$ cat src/design/ffha_pkg.sv
`timescale 1ns / 1ps
// ----------------------------------------------------------------------------
// ffha_pkg
// Shared opcodes, result codes and controller/datapath interface types.
// ----------------------------------------------------------------------------
package ffha_pkg;

  // request kinds
  localparam logic OPN_ALLOC = 1'b0;
  localparam logic OPN_FREE  = 1'b1;

  // result codes
  localparam logic [1:0] ST_OK   = 2'd0;
  localparam logic [1:0] ST_OOM  = 2'd1;
  localparam logic [1:0] ST_ZERO = 2'd2;
  localparam logic [1:0] ST_BAD  = 2'd3;

  // configuration register indexes
  localparam logic [1:0] CFG_HEAP_BASE  = 2'd0;
  localparam logic [1:0] CFG_INIT_PAGES = 2'd1;
  localparam logic [1:0] CFG_MAX_PAGES  = 2'd2;

  // datapath commands
  localparam int OP_W = 5;
  localparam logic [OP_W-1:0] OP_NOP         = 5'd0;
  localparam logic [OP_W-1:0] OP_INIT        = 5'd1;
  localparam logic [OP_W-1:0] OP_LOAD        = 5'd2;
  localparam logic [OP_W-1:0] OP_RD          = 5'd3;
  localparam logic [OP_W-1:0] OP_NEXT        = 5'd4;
  localparam logic [OP_W-1:0] OP_TAKE        = 5'd5;
  localparam logic [OP_W-1:0] OP_SPLIT_BEGIN = 5'd6;
  localparam logic [OP_W-1:0] OP_SH_RD       = 5'd7;
  localparam logic [OP_W-1:0] OP_SH_WR       = 5'd8;
  localparam logic [OP_W-1:0] OP_SPLIT_LO    = 5'd9;
  localparam logic [OP_W-1:0] OP_SPLIT_HI    = 5'd10;
  localparam logic [OP_W-1:0] OP_MISS        = 5'd11;
  localparam logic [OP_W-1:0] OP_GROW        = 5'd12;
  localparam logic [OP_W-1:0] OP_OOM         = 5'd13;
  localparam logic [OP_W-1:0] OP_BADFREE     = 5'd14;
  localparam logic [OP_W-1:0] OP_HIT         = 5'd15;
  localparam logic [OP_W-1:0] OP_NX_RD       = 5'd16;
  localparam logic [OP_W-1:0] OP_MERGE_NX    = 5'd17;
  localparam logic [OP_W-1:0] OP_RM_RD       = 5'd18;
  localparam logic [OP_W-1:0] OP_RM_WR       = 5'd19;
  localparam logic [OP_W-1:0] OP_RM_END      = 5'd20;
  localparam logic [OP_W-1:0] OP_CUR_WR      = 5'd21;
  localparam logic [OP_W-1:0] OP_PV_RD       = 5'd22;
  localparam logic [OP_W-1:0] OP_MERGE_PV    = 5'd23;
  localparam logic [OP_W-1:0] OP_OUT         = 5'd24;

  typedef struct packed {
    logic [OP_W-1:0] op;
  } ffha_cmd_t;

  typedef struct packed {
    logic zero;      // zero-size allocate
    logic is_free;   // current item is a free
    logic fit;       // entry read back is free and large enough
    logic split_ok;  // fitting entry can be split
    logic hit;       // entry read back is the used block being freed
    logic last;      // scan index is the last table entry
    logic grow_ok;   // heap can grow for this miss
    logic has_next;
    logic has_prev;
    logic rd_free;   // entry read back is free
    logic sh_more;   // insert shift not done
    logic rm_more;   // remove shift not done
  } ffha_stat_t;

endpackage

$ cat src/design/ffha_ctrl.sv
`timescale 1ns / 1ps
// ----------------------------------------------------------------------------
// ffha_ctrl
// Sequencer: table scan, split/merge shifts, heap growth and result handoff.
// ----------------------------------------------------------------------------
module ffha_ctrl (
  input  logic                clk,
  input  logic                rst,
  input  logic                in_valid,
  output logic                in_stall,
  output logic                out_valid,
  input  logic                out_stall,
  input  logic                cfg_write,
  input  ffha_pkg::ffha_stat_t st,
  output ffha_pkg::ffha_cmd_t  cmd
);
  import ffha_pkg::*;

  localparam logic [4:0] S_INIT     = 5'd0;
  localparam logic [4:0] S_IDLE     = 5'd1;
  localparam logic [4:0] S_RD       = 5'd2;
  localparam logic [4:0] S_CHK      = 5'd3;
  localparam logic [4:0] S_GROW     = 5'd4;
  localparam logic [4:0] S_SH_RD    = 5'd5;
  localparam logic [4:0] S_SH_WR    = 5'd6;
  localparam logic [4:0] S_SPLIT_LO = 5'd7;
  localparam logic [4:0] S_SPLIT_HI = 5'd8;
  localparam logic [4:0] S_NX_RD    = 5'd9;
  localparam logic [4:0] S_NX_CHK   = 5'd10;
  localparam logic [4:0] S_RM_RD    = 5'd11;
  localparam logic [4:0] S_RM_WR    = 5'd12;
  localparam logic [4:0] S_CUR_WR   = 5'd13;
  localparam logic [4:0] S_PV_RD    = 5'd14;
  localparam logic [4:0] S_PV_CHK   = 5'd15;
  localparam logic [4:0] S_DONE     = 5'd16;

  logic [4:0] state, state_next;
  logic       pend, pend_next;
  logic       rm_prev, rm_prev_next;
  logic       out_valid_next;

  assign in_stall = (state != S_IDLE) || pend;

  always_comb begin
    state_next   = state;
    rm_prev_next = rm_prev;
    cmd.op       = OP_NOP;
    pend_next    = cfg_write || (pend && (state != S_INIT));
    unique case (state)
      S_INIT: begin
        cmd.op     = OP_INIT;
        state_next = S_IDLE;
      end
      S_IDLE: begin
        if (pend) begin
          state_next = S_INIT;
        end else if (in_valid) begin
          cmd.op     = OP_LOAD;
          state_next = S_RD;
        end
      end
      S_RD: begin
        if (st.zero) begin
          state_next = S_DONE;
        end else begin
          cmd.op     = OP_RD;
          state_next = S_CHK;
        end
      end
      S_CHK: begin
        if (!st.is_free) begin
          if (st.fit) begin
            if (st.split_ok) begin
              cmd.op     = OP_SPLIT_BEGIN;
              state_next = S_SH_RD;
            end else begin
              cmd.op     = OP_TAKE;
              state_next = S_DONE;
            end
          end else if (st.last) begin
            cmd.op     = OP_MISS;
            state_next = S_GROW;
          end else begin
            cmd.op     = OP_NEXT;
            state_next = S_RD;
          end
        end else begin
          if (st.hit) begin
            cmd.op     = OP_HIT;
            state_next = S_NX_RD;
          end else if (st.last) begin
            cmd.op     = OP_BADFREE;
            state_next = S_DONE;
          end else begin
            cmd.op     = OP_NEXT;
            state_next = S_RD;
          end
        end
      end
      S_GROW: begin
        if (st.grow_ok) begin
          cmd.op     = OP_GROW;
          state_next = S_RD;
        end else begin
          cmd.op     = OP_OOM;
          state_next = S_DONE;
        end
      end
      S_SH_RD: begin
        if (st.sh_more) begin
          cmd.op     = OP_SH_RD;
          state_next = S_SH_WR;
        end else begin
          state_next = S_SPLIT_LO;
        end
      end
      S_SH_WR: begin
        cmd.op     = OP_SH_WR;
        state_next = S_SH_RD;
      end
      S_SPLIT_LO: begin
        cmd.op     = OP_SPLIT_LO;
        state_next = S_SPLIT_HI;
      end
      S_SPLIT_HI: begin
        cmd.op     = OP_SPLIT_HI;
        state_next = S_DONE;
      end
      S_NX_RD: begin
        if (st.has_next) begin
          cmd.op     = OP_NX_RD;
          state_next = S_NX_CHK;
        end else begin
          state_next = S_CUR_WR;
        end
      end
      S_NX_CHK: begin
        if (st.rd_free) begin
          cmd.op       = OP_MERGE_NX;
          rm_prev_next = 1'b0;
          state_next   = S_RM_RD;
        end else begin
          state_next = S_CUR_WR;
        end
      end
      S_RM_RD: begin
        if (st.rm_more) begin
          cmd.op     = OP_RM_RD;
          state_next = S_RM_WR;
        end else begin
          cmd.op     = OP_RM_END;
          state_next = rm_prev ? S_DONE : S_CUR_WR;
        end
      end
      S_RM_WR: begin
        cmd.op     = OP_RM_WR;
        state_next = S_RM_RD;
      end
      S_CUR_WR: begin
        cmd.op     = OP_CUR_WR;
        state_next = S_PV_RD;
      end
      S_PV_RD: begin
        if (st.has_prev) begin
          cmd.op     = OP_PV_RD;
          state_next = S_PV_CHK;
        end else begin
          state_next = S_DONE;
        end
      end
      S_PV_CHK: begin
        if (st.rd_free) begin
          cmd.op       = OP_MERGE_PV;
          rm_prev_next = 1'b1;
          state_next   = S_RM_RD;
        end else begin
          state_next = S_DONE;
        end
      end
      S_DONE: begin
        if (!out_valid || !out_stall) begin
          cmd.op     = OP_OUT;
          state_next = S_IDLE;
        end
      end
      default: begin
        state_next = S_INIT;
      end
    endcase
    out_valid_next = (out_valid && out_stall) || (cmd.op == OP_OUT);
  end

  always_ff @(posedge clk) begin
    if (rst) begin
      state     <= S_INIT;
      pend      <= 1'b0;
      rm_prev   <= 1'b0;
      out_valid <= 1'b0;
    end else begin
      state     <= state_next;
      pend      <= pend_next;
      rm_prev   <= rm_prev_next;
      out_valid <= out_valid_next;
    end
  end

endmodule

$ cat config.mk
export PLATFORM = sky130hd
export DESIGN_NAME = ffha_ctrl
export DESIGN_NICKNAME = d
export VERILOG_FILES = /design/src/design/ffha_pkg.sv /design/src/design/ffha_ctrl.sv
export SDC_FILE = /design/constraint.sdc
export NUM_CORES = 1
export LEC_CHECK = 0
export ABC_AREA = 1
export BUFFER_PORTS_ARGS = -buffer_cell sky130_fd_sc_hd__buf_2
export CAP_MARGIN = 10
export CELL_PAD_IN_SITES_DETAIL_PLACEMENT = 0
export CELL_PAD_IN_SITES_GLOBAL_PLACEMENT = 1
export CORE_AREA = 2 2 58 60
export CTS_CLUSTER_DIAMETER = 150
export DETAILED_ROUTE_END_ITERATION = 16
export DIE_AREA = 0 0 60 62
export PLACE_DENSITY = 0.79
export SYNTH_ARGS = -nofsm -noshare
export SYNTH_HDL_FRONTEND = slang
export SYNTH_SLANG_ARGS = --single-unit
$ cat constraint.sdc
create_clock -name clk -period 1.4 [get_ports clk]
set_input_delay 0.28 -clock clk [delete_from_list [all_inputs] [get_ports clk]]
set_output_delay 0.28 -clock clk [all_outputs]
set_load 0.02 [all_outputs]
# [Yosys cells after proc, flatten, opt, wreduce, memory -nomap -nowiden]
# Cells that the tools add are included.
[totals] ff_bits=8 latch_bits=0 ram_bits=0 romBits=0 inputBits=17 out_inout_bits=7 mem_count=0
[op_classes] n_addsub=0 n_mul=0 div_mod_pow=0 magnitude_cmp=0 n_eq_ne=22 shift=0 mux=40 bitwise_logic=0 reduce_logical=13
[op_table] operator="one-hot mux 5 bit (17 select lines)" n=2
[op_table] operator="two-way mux 5 bit" n=21
[op_table] operator="== test 5 x 4 -> 1 bit, second input constant" n=8
[op_table] operator="== test 5 x 3 -> 1 bit, second input constant" n=4
[op_table] operator="two-way mux 3 bit" n=5
[op_table] operator="two-way mux 4 bit" n=3
[op_table] operator="== test 5 x 2 -> 1 bit, second input constant" n=2
[op_table] operator="== test 5 bit, second input constant" n=2
[op_table] operator="two-way mux 2 bit" n=4
[op_table] operator="!= test 2 bit, second input constant" n=3
[op_table] operator="== test 5 x 1 -> 1 bit, second input constant" n=1
[op_table] operator="logical NOT 5 bit" n=1
[op_table] operator="!= test 5 x 1 -> 1 bit, second input constant" n=1
[op_table] operator="nonzero test 5 bit" n=1
[op_table] operator="logical OR 1 bit" n=4
[op_table] operator="two-way mux 1 bit" n=4
[op_table] operator="!= test 3 bit, second input constant" n=1
[op_table] operator="AND reduction 3 bit" n=1
[op_table] operator="logical AND 1 bit" n=2
[op_table] operator="logical NOT 1 bit" n=2
[op_table] operator="one-hot mux 1 bit (2 select lines)" n=1
[op_table] operator="AND reduction 2 bit" n=1
[op_table] operator="nonzero test 2 bit" n=1

# [Depth between registers and ports, before layout]
# Gate-level depths: netlist of the first run.
[logic_depth] word_depth=6 depth_mapped=10 depth_no_buf=10

# [Worst setup path before layout of the first run]
# OpenSTA, ideal clock, no wires.
[synth_timing] kind="flip-flop to output port" start="register state[0]" end="output cmd[1] in the netlist's numbering" arrival_time_ns=1.312 path_slack_ns=-0.192 stages_incl_launch_ff=8 cell_sequence="dfxtp_1 > clkbuf_2 > nand2_1 > nor2_1 > nand3b_1 > inv_1 > nand2_1 > nand3_1"
[synth_rtl] element="start, declared" line_no="ffha_ctrl.sv:37" text="logic [4:0] state, state_next;"
[synth_rtl] element="start signal, assigned" line_no="ffha_ctrl.sv:200" text="state <= state_next;"
[synth_rtl] element="end, declared" line_no="ffha_ctrl.sv:15" text="output ffha_pkg::ffha_cmd_t cmd"

==> flow_summary.toml, run 1 <==
[final_layout]
final_net_count = 273
area_growth_pct = 109
utilization_pct = 56.9
antennaDiodeCount = 0
nFillCells = 293
multiInputGateArea_um2 = 840
final_cells = 300
post_route_cells_drive_above_1_share_pct = 56.3
seqCellArea_um2 = 176

[placed_design]
hpwl_um = 2760
dp_cells = 286
io_buffers = 23
place_ws_ns = -0.261
gp_congestion = 0.914

[cts]
cts_root_buf = "clkbuf_4"
clock_sinks = 8
clk_path_buf_depth = 2
numCtsBuffers = 3
cts-hold-fix-buffers = 0
clkTransAtPathRegs_ns = 0.06
cts_tree = "yes"
cts.htree.levels = 1
clock_latency_ns = 0.26

[timing]
period_share_pct = 130
setup_violations = 10
fin_skew_ns = 0.000398
timing.final.ws_setup_ns = -0.418
finalCriticalPeriod_ns = 1.82
slew_headroom_pct = 78.9
worstMarginPinSlew_ns = 0.313
slew_violations = 0
clock.fmax_mhz = 550
rsz0062_at_grt = "true"
whs_ns = 0.223
hold_viol = 0

[critical_path]
reg2reg_slack_ns = -0.08
crit_path_end_kind = "output port"
required_ns = 1.12
worstSetupPathType = "flop to output port"
r2r_end = "state[1]"
endpoint = "cmd[2]"
worstReg2RegStart = "state[1]"
cp_max_fo = 5
reg2reg_depth = 10
worstPathArrival_ns = 1.54
start_kind = "flop"
critPathLaunch = "state[1]"

[route]
drtIter0Drc = 37
firstDrtPassIters = 5
num_vias = 1414
ant_nets = 0
wl_per_cell_um = 12.6
drc = 0
avgViaCountPerCell = 4.71
wl_um = 3790

[global_routing]
grt_pass1_vias = 1264
gr-total-overflow = 0
grt_usage_pct = 19.9
antenna_found_initial = 0
grt_pass1_wl_um = 5510
grt_max_degree = 8

[min_path]
hold_class = "input port to flop"
worstHoldPathCells = 3
hp-start = "cfg_write"

[status]
status = "complete, but fails checks"
violations = "setup timing"

[logic_synthesis]
syn_area_per_cell_um2 = 5.06
ys_ff_latch = 8
synth-warning-count = 0
synth_cell_types = 16
syn_inst = 171
ys_seq_area_share_pct = 18.5
netlist_area_um2 = 865
synth_nets = 188

[power_and_ir_drop]
peakVddDrop_mv = 0.640
power_density_mw_per_mm2 = 733
p_total_mw = 1.33
power_leakage_nw = 0.978

[floorplan]
dieArea_mm2 = 0.00372
die_x_um = 60
pin_count = 24
core_area_mm2 = 0.00318
die_h_um = 62
start_util_pct = 27.2
num_rows = 21

[job]
maxCapViolCount = 0
critical path: stages, from the launching register on:
cell     delay, ns
dfxtp_4       0.39
buf_4         0.12
nand2_1       0.05
nor2_1        0.17
nand3_2       0.14
nand2_4       0.13
nor2_4        0.05
nand4_1       0.07
buf_4         0.15
Yosys cell counts, drive strengths merged:
| library cell | count | share of area (%) |
|---|---|---|
| a211oi | 1 | 0.87 |
| inv | 30 | 13 |
| o31ai | 1 | 0.87 |
| clkbuf | 1 | 0.58 |
| nand4 | 4 | 2.9 |
| nor2 | 36 | 16 |
| nand3 | 19 | 11 |
| nor3 | 7 | 4.1 |
| dfxtp | 8 | 19 |
| o21ai | 10 | 5.8 |
| o211ai | 1 | 0.87 |
| nand3b | 3 | 2.6 |
| a21oi | 9 | 5.2 |
| nand2 | 41 | 18 |
report_power, final:
group	switching (mW)	internal (mW)
Clock	0.0879	0.0988
Sequential	0.0265	0.251
Combinational	0.446	0.417
cells in the final DEF (no fill, tap or decap), types with 3 or more instances in the layout:
master	netlist	layout
buf_6	0	8
dfxtp_1	8	3
nand2_4	0	7
nor3_2	0	4
nor2_1	35	20
nor2_4	0	8
buf_4	0	56
buf_2	0	17
nand2_1	41	28
nor2_2	1	8
nand3b_1	3	3
nand4_1	4	4
o21ai_0	10	9
nand3_1	19	10
clkbuf_4	0	3
inv_2	1	5
inv_1	29	23
a21oi_1	9	7
dfxtp_4	0	4
nand3_2	0	8
nand2_2	0	6
area by class of cell:
cell class / count / area share, %
timing repair buffer: 81 / 32.9
multi-input combinational: 132 / 46.4
tap: 46 / 3.18
sequential: 8 / 9.75
inverter: 30 / 6.50
clock buffer: 3 / 1.24
how the worst min path moves through the flow:
stage,endpoint,slack (ns)
after floorplan,state[1],0.34
after global placement,pend,0.46
after detailed placement,pend,0.47
after CTS,pend,0.22
after global routing,pend,0.22
final,pend,0.22
layer usage:
layer	routed length (um)	track usage, %	vias to the layer above
li1	-	-	718
met1	1610	26.1	641
met2	1810	32.3	40
met3	225	4.14	15
met4	147	7.30	0
met5	0	0	-
timing repair:
| action | 4_1_cts | 5_1_grt |
|---|---|---|
| setup buffers | 8 | 4 |
| gates resized for setup | 53 | 26 |
| cloned | 0 | 0 |
| pin swaps | 18 | 17 |
| endpoints found under the setup margin | 11 | 12 |
metrics by stage:
stage               setup TNS (ns)  area, um^2
finish                       -2.50        1810
global placement             -1.84        1440
global route                 -3.40        1810
floorplan                   -0.104         928
detailed placement           -1.77        1440
CTS                          -2.39        1680
registers in the layout (all words and copies together), names as in the netlist:
| signal | count |
|---|---|
| state | 5 |
| pend | 1 |
| rm_prev | 1 |
| out_valid | 1 |
kinds of logic after synthesis:
logic type | count (synthesis) | share of synthesized area [%]
AO/OA/AOI/OAI | 22 | 13.6
buffers and inverters | 31 | 13.6
flip-flops | 8 | 18.5
AND/OR/NAND/NOR | 110 | 54.3
Note: power is estimated with default switching activity, not from simulation.
==> run 2: changes to the inputs <==
Settings changed: RECOVER_POWER set to 25.
==> run 2 against run 1 <==
The flow still finishes with violations (setup timing). Non-clock buffer count unchanged. Fmax unchanged. Global-route usage unchanged. First-iteration DRC count unchanged. Critical endpoint unchanged.
==> flow_summary.toml, run 2 (synthesized netlist as in run 1, its figures left out) <==
[final_layout]
nFillCells = 294
regMostFlops = "state"
final_net_count = 273
antennaDiodeCount = 0
seqCellArea_um2 = 176
mostFrequentLayoutCell = "buf_4"
utilization_pct = 56.9
largest_reg_flops = 5
layout_common_cells = "buf_4, nand2_1, inv_1"
multiInputGateArea_um2 = 840
post_route_cells_drive_above_1_share_pct = 55.9
area_growth_pct = 109

[critical_path]
cpPeakStageDelay_ns = 0.39
crit_path_top_delay_cell = "dfxtp_4"
path_buf_inv = 2
worstSetupPathType = "flop to output port"
start_kind = "flop"
crit_path_end_kind = "output port"
path_common_cell = "buf_4"
cp_max_fo = 5
cp_cell_sequence = "buf_4 -> nand2_1 -> nor2_1 -> nand3_2 -> nand2_4 -> nor2_4 -> nand4_1 -> buf_4"
worstPathArrival_ns = 1.54
critPathTopFamily = "simple AND/OR/NAND/NOR gates"
required_ns = 1.12

[placed_design]
io_buffers = 23
gp_congestion = 0.914
hpwl_um = 2760

[min_path]
hold_class = "input port to flop"

[route]
drc = 0
num_vias = 1414
firstDrtPassIters = 5
avgViaCountPerCell = 4.71
wl_per_cell_um = 12.6
wl_um = 3790
ant_nets = 0
drtIter0Drc = 37

[cts]
clkTransAtPathRegs_ns = 0.06
numCtsBuffers = 3
clock_sinks = 8
cts_tree = "yes"
cts.htree.levels = 1
cts_root_buf = "clkbuf_4"
clock_latency_ns = 0.26
clk_path_buf_depth = 2

[global_routing]
antenna_found_initial = 0
grt_usage_pct = 19.9
grt_max_degree = 8
gr-total-overflow = 0
grt_pass1_vias = 1264
grt_pass1_wl_um = 5510

[timing]
period_share_pct = 130
slew_violations = 0
worstMarginPinSlew_ns = 0.313
slew_headroom_pct = 78.9
fin_skew_ns = 0.000398
rsz0062_at_grt = "true"
hold_viol = 0
setup_violations = 10
timing.final.ws_setup_ns = -0.418
clock.fmax_mhz = 550
finalCriticalPeriod_ns = 1.82

[power_and_ir_drop]
peakVddDrop_mv = 0.640
p_total_mw = 1.33
power_density_mw_per_mm2 = 734
power_leakage_nw = 0.973

[floorplan]
num_rows = 21
start_util_pct = 27.2
die_x_um = 60
pin_count = 24
core_area_mm2 = 0.00318
dieArea_mm2 = 0.00372
die_h_um = 62

[job]
maxCapViolCount = 0

[status]
status = "complete, but fails checks"
violations = "setup timing"
[run 2: changes by cell type in the layout (fill, tap and decap cells not counted), sizes merged]
cell,change
clkbuf,+1
buf,-1
[run 2: cell type report]
class,instances,share of cell area [%]
tap,46,3.18
clock buffer,3,1.25
sequential,8,9.76
timing repair buffer,81,32.9
multi-input combinational,132,46.4
inverter,30,6.51
[run 2: per-stage QoR]
stage / cells / instance area (um^2) / setup TNS [ns] / hold slack, ns / setup slack, ns
6_report: 300 / 1810 / -2.50 / 0.223 / -0.418
5_1_grt: 300 / 1810 / -3.40 / 0.217 / -0.506
3_3_place_gp: 286 / 1440 / -1.84 / 0.462 / -0.247
2_1_floorplan: 171 / 928 / -0.104 / 0.344 / -0.0570
3_5_place_dp: 286 / 1440 / -1.77 / 0.467 / -0.261
4_1_cts: 297 / 1680 / -2.39 / 0.220 / -0.403
[run 2: path summary, 6_finish.rpt]
kind                            slack (ns)      start        to  cells after the start
worst max-delay path                 -0.42   state[1]    cmd[2]                      8
worst min-delay path                  0.22  cfg_write      pend                      3
worst max register to register       -0.08   state[1]  state[1]                     10
worst min register to register        0.47    rm_prev   rm_prev                      2
[run 2: metal layers]
metal  wire length (um)  GRT usage [%]
met1               1610           26.1
met2               1810           32.3
met3                225           4.14
met4                147           7.30
met5                  0              0
[run 2: tightest hold or removal path, delay by kind of cell]
kind	cells	cell delay, ns
buffers and inverters	1	0.07
and+or+nand+nor	1	0.06
AOI/OAI and AO/OA	1	0.03
[run 2: where the power goes]
part | leakage [nW] | internal (mW) | switching (mW)
Clock | 0.0138 | 0.0988 | 0.0879
Sequential | 0.0686 | 0.251 | 0.0265
Combinational | 0.891 | 0.417 | 0.446
[run 2: timing repair]
action,4_1_cts,5_1_grt
endpoints found under the setup margin,11,12
setup buffers,8,4
pin swaps,18,17
gates resized for setup,53,26
hold buffers,0,0
==> run 3: changes to the inputs <==
--- a/constraint.sdc
+++ b/constraint.sdc
@@ -3,2 +3,2 @@
 set_output_delay 0.28 -clock clk [all_outputs]
-set_load 0.02 [all_outputs]
+set_load 0.01 [all_outputs]
==> run 3 against run 2 <==
The run still ends with setup timing left. Combinational power decreased by 16%. Worst setup slack lost 0.034 ns. Highest routed layer unchanged. First-iteration DRC count rose by 84%. Global-route usage fell by 0.18 points. Die area did not move. Critical path type unchanged.
==> flow_summary.toml, run 3 (synthesized netlist as in run 1, its figures left out) <==
[power_and_ir_drop]
power_switching_mw = 0.513
power.share.clock_pct = 15.7
internal_power_mw = 0.702
seq_power_share_pct = 24.9
power_density_mw_per_mm2 = 713
peakVddDrop_mv = 0.590
power_leakage_nw = 0.896
p_comb_share_pct = 59.4
p_total_mw = 1.22
switching_share_pct = 42.2

[critical_path]
start_kind = "flop"
worstPathArrival_ns = 1.57
worstSetupPathType = "flop to output port"
cp_max_fo = 4
required_ns = 1.12
crit_path_end_kind = "output port"

[route]
wl_per_cell_um = 13.4
num_vias = 1438
ant_nets = 0
drc = 0
wl_um = 3880
avgViaCountPerCell = 4.96
firstDrtPassIters = 4
drtIter0Drc = 68

[floorplan]
start_util_pct = 27.2
dieArea_mm2 = 0.00372
core_area_mm2 = 0.00318
pin_count = 24
num_rows = 21
die_h_um = 62
die_x_um = 60

[min_path]
hold_class = "input port to flop"

[timing]
clock.fmax_mhz = 540
timing.final.ws_setup_ns = -0.452
period_share_pct = 132
slew_violations = 0
setup_violations = 10
hold_viol = 0
slew_headroom_pct = 75.6
fin_setup_tns_ns = -2.33
finalCriticalPeriod_ns = 1.85
worstMarginPinSlew_ns = 0.362
fin_skew_ns = 0.0135
rsz0062_at_grt = "true"

[status]
violations = "setup timing"
status = "complete, but fails checks"

[global_routing]
grt_max_degree = 9
grt_pass1_vias = 1201
grt_pass1_wl_um = 5450
gr-total-overflow = 0
antenna_found_initial = 0
grt_usage_pct = 19.7

[final_layout]
post_route_cells_drive_above_1_share_pct = 52.0
regMostFlops = "state"
largest_reg_flops = 5
antennaDiodeCount = 0
area_growth_pct = 97.1
final_net_count = 263
mostFrequentLayoutCell = "buf_4"
utilization_pct = 53.6
layout_common_cells = "buf_4, nand2_1, inv_1"

[cts]
clkTransAtPathRegs_ns = 0.06
clk_path_buf_depth = 2
clock_sinks = 8
cts_tree = "yes"
numCtsBuffers = 3
clock_latency_ns = 0.27
cts_root_buf = "clkbuf_4"
cts.htree.levels = 1

[job]
maxCapViolCount = 0

[placed_design]
io_buffers = 23
gp_congestion = 0.883
hpwl_um = 2600
[run 3: path summary, 6_finish.rpt]
| check | startpoint | endpoint | slack [ns] | cells after the start |
|---|---|---|---|---|
| worst max-delay path | state[4] | cmd[1] | -0.45 | 7 |
| worst max register to register | state[2] | state[0] | -0.07 | 9 |
| worst min-delay path | cfg_write | pend | 0.23 | 3 |
| worst min register to register | rm_prev | rm_prev | 0.50 | 2 |
[run 3: layer usage]
layer	GRT usage [%]	up-vias	routed length, um
met5	0	-	0
met4	4.13	0	76
met1	26.4	652	1560
met2	33.2	75	1920
li1	-	701	-
met3	3.52	10	322
[run 3: timing repair]
action | CTS | global route
endpoints found under the setup margin | 11 | 12
pin swaps | 10 | 10
gates resized for setup | 50 | 35
hold buffers | 0 | 0
cloned | 1 | 0
buffers inserted | 4 | 5
[run 3: power by group through the flow]
| stage | Clock, mW | Sequential, mW | Combinational [mW] |
|---|---|---|---|
| floorplan | 0 | 0.264 | 0.268 |
| global placement | 0 | 0.279 | 0.524 |
| detailed placement | 0 | 0.280 | 0.520 |
| CTS | 0.189 | 0.290 | 0.619 |
| global route | 0.205 | 0.304 | 0.778 |
| finish | 0.190 | 0.303 | 0.722 |
[run 3: stage by stage]
step | hold WS, ns | area (um^2) | setup slack [ns] | std cells
4_1_cts | 0.232 | 1540 | -0.352 | 285
3_3_place_gp | 0.467 | 1330 | -0.277 | 278
3_5_place_dp | 0.472 | 1330 | -0.280 | 278
5_1_grt | 0.241 | 1700 | -0.490 | 290
2_1_floorplan | 0.349 | 872 | 0.0117 | 171
6_report | 0.234 | 1700 | -0.452 | 290
[run 3: critical path, cell delays in order, from the launching register on]
cell	delay (ns)
dfxtp_4	0.40
clkinvlp_4	0.15
buf_6	0.14
nand4_1	0.17
o21ai_1	0.13
nor2_1	0.10
nand3_1	0.07
buf_2	0.14
[run 3: area by class of cell]
type	count	area [um^2]
fillers	287	1480
multi-input cells	132	818
repair buffers	70	499
flip-flops and latches	8	179
inverters	30	120
well taps	46	57.6
clock buffers	3	22.5
repair inverters	1	7.51
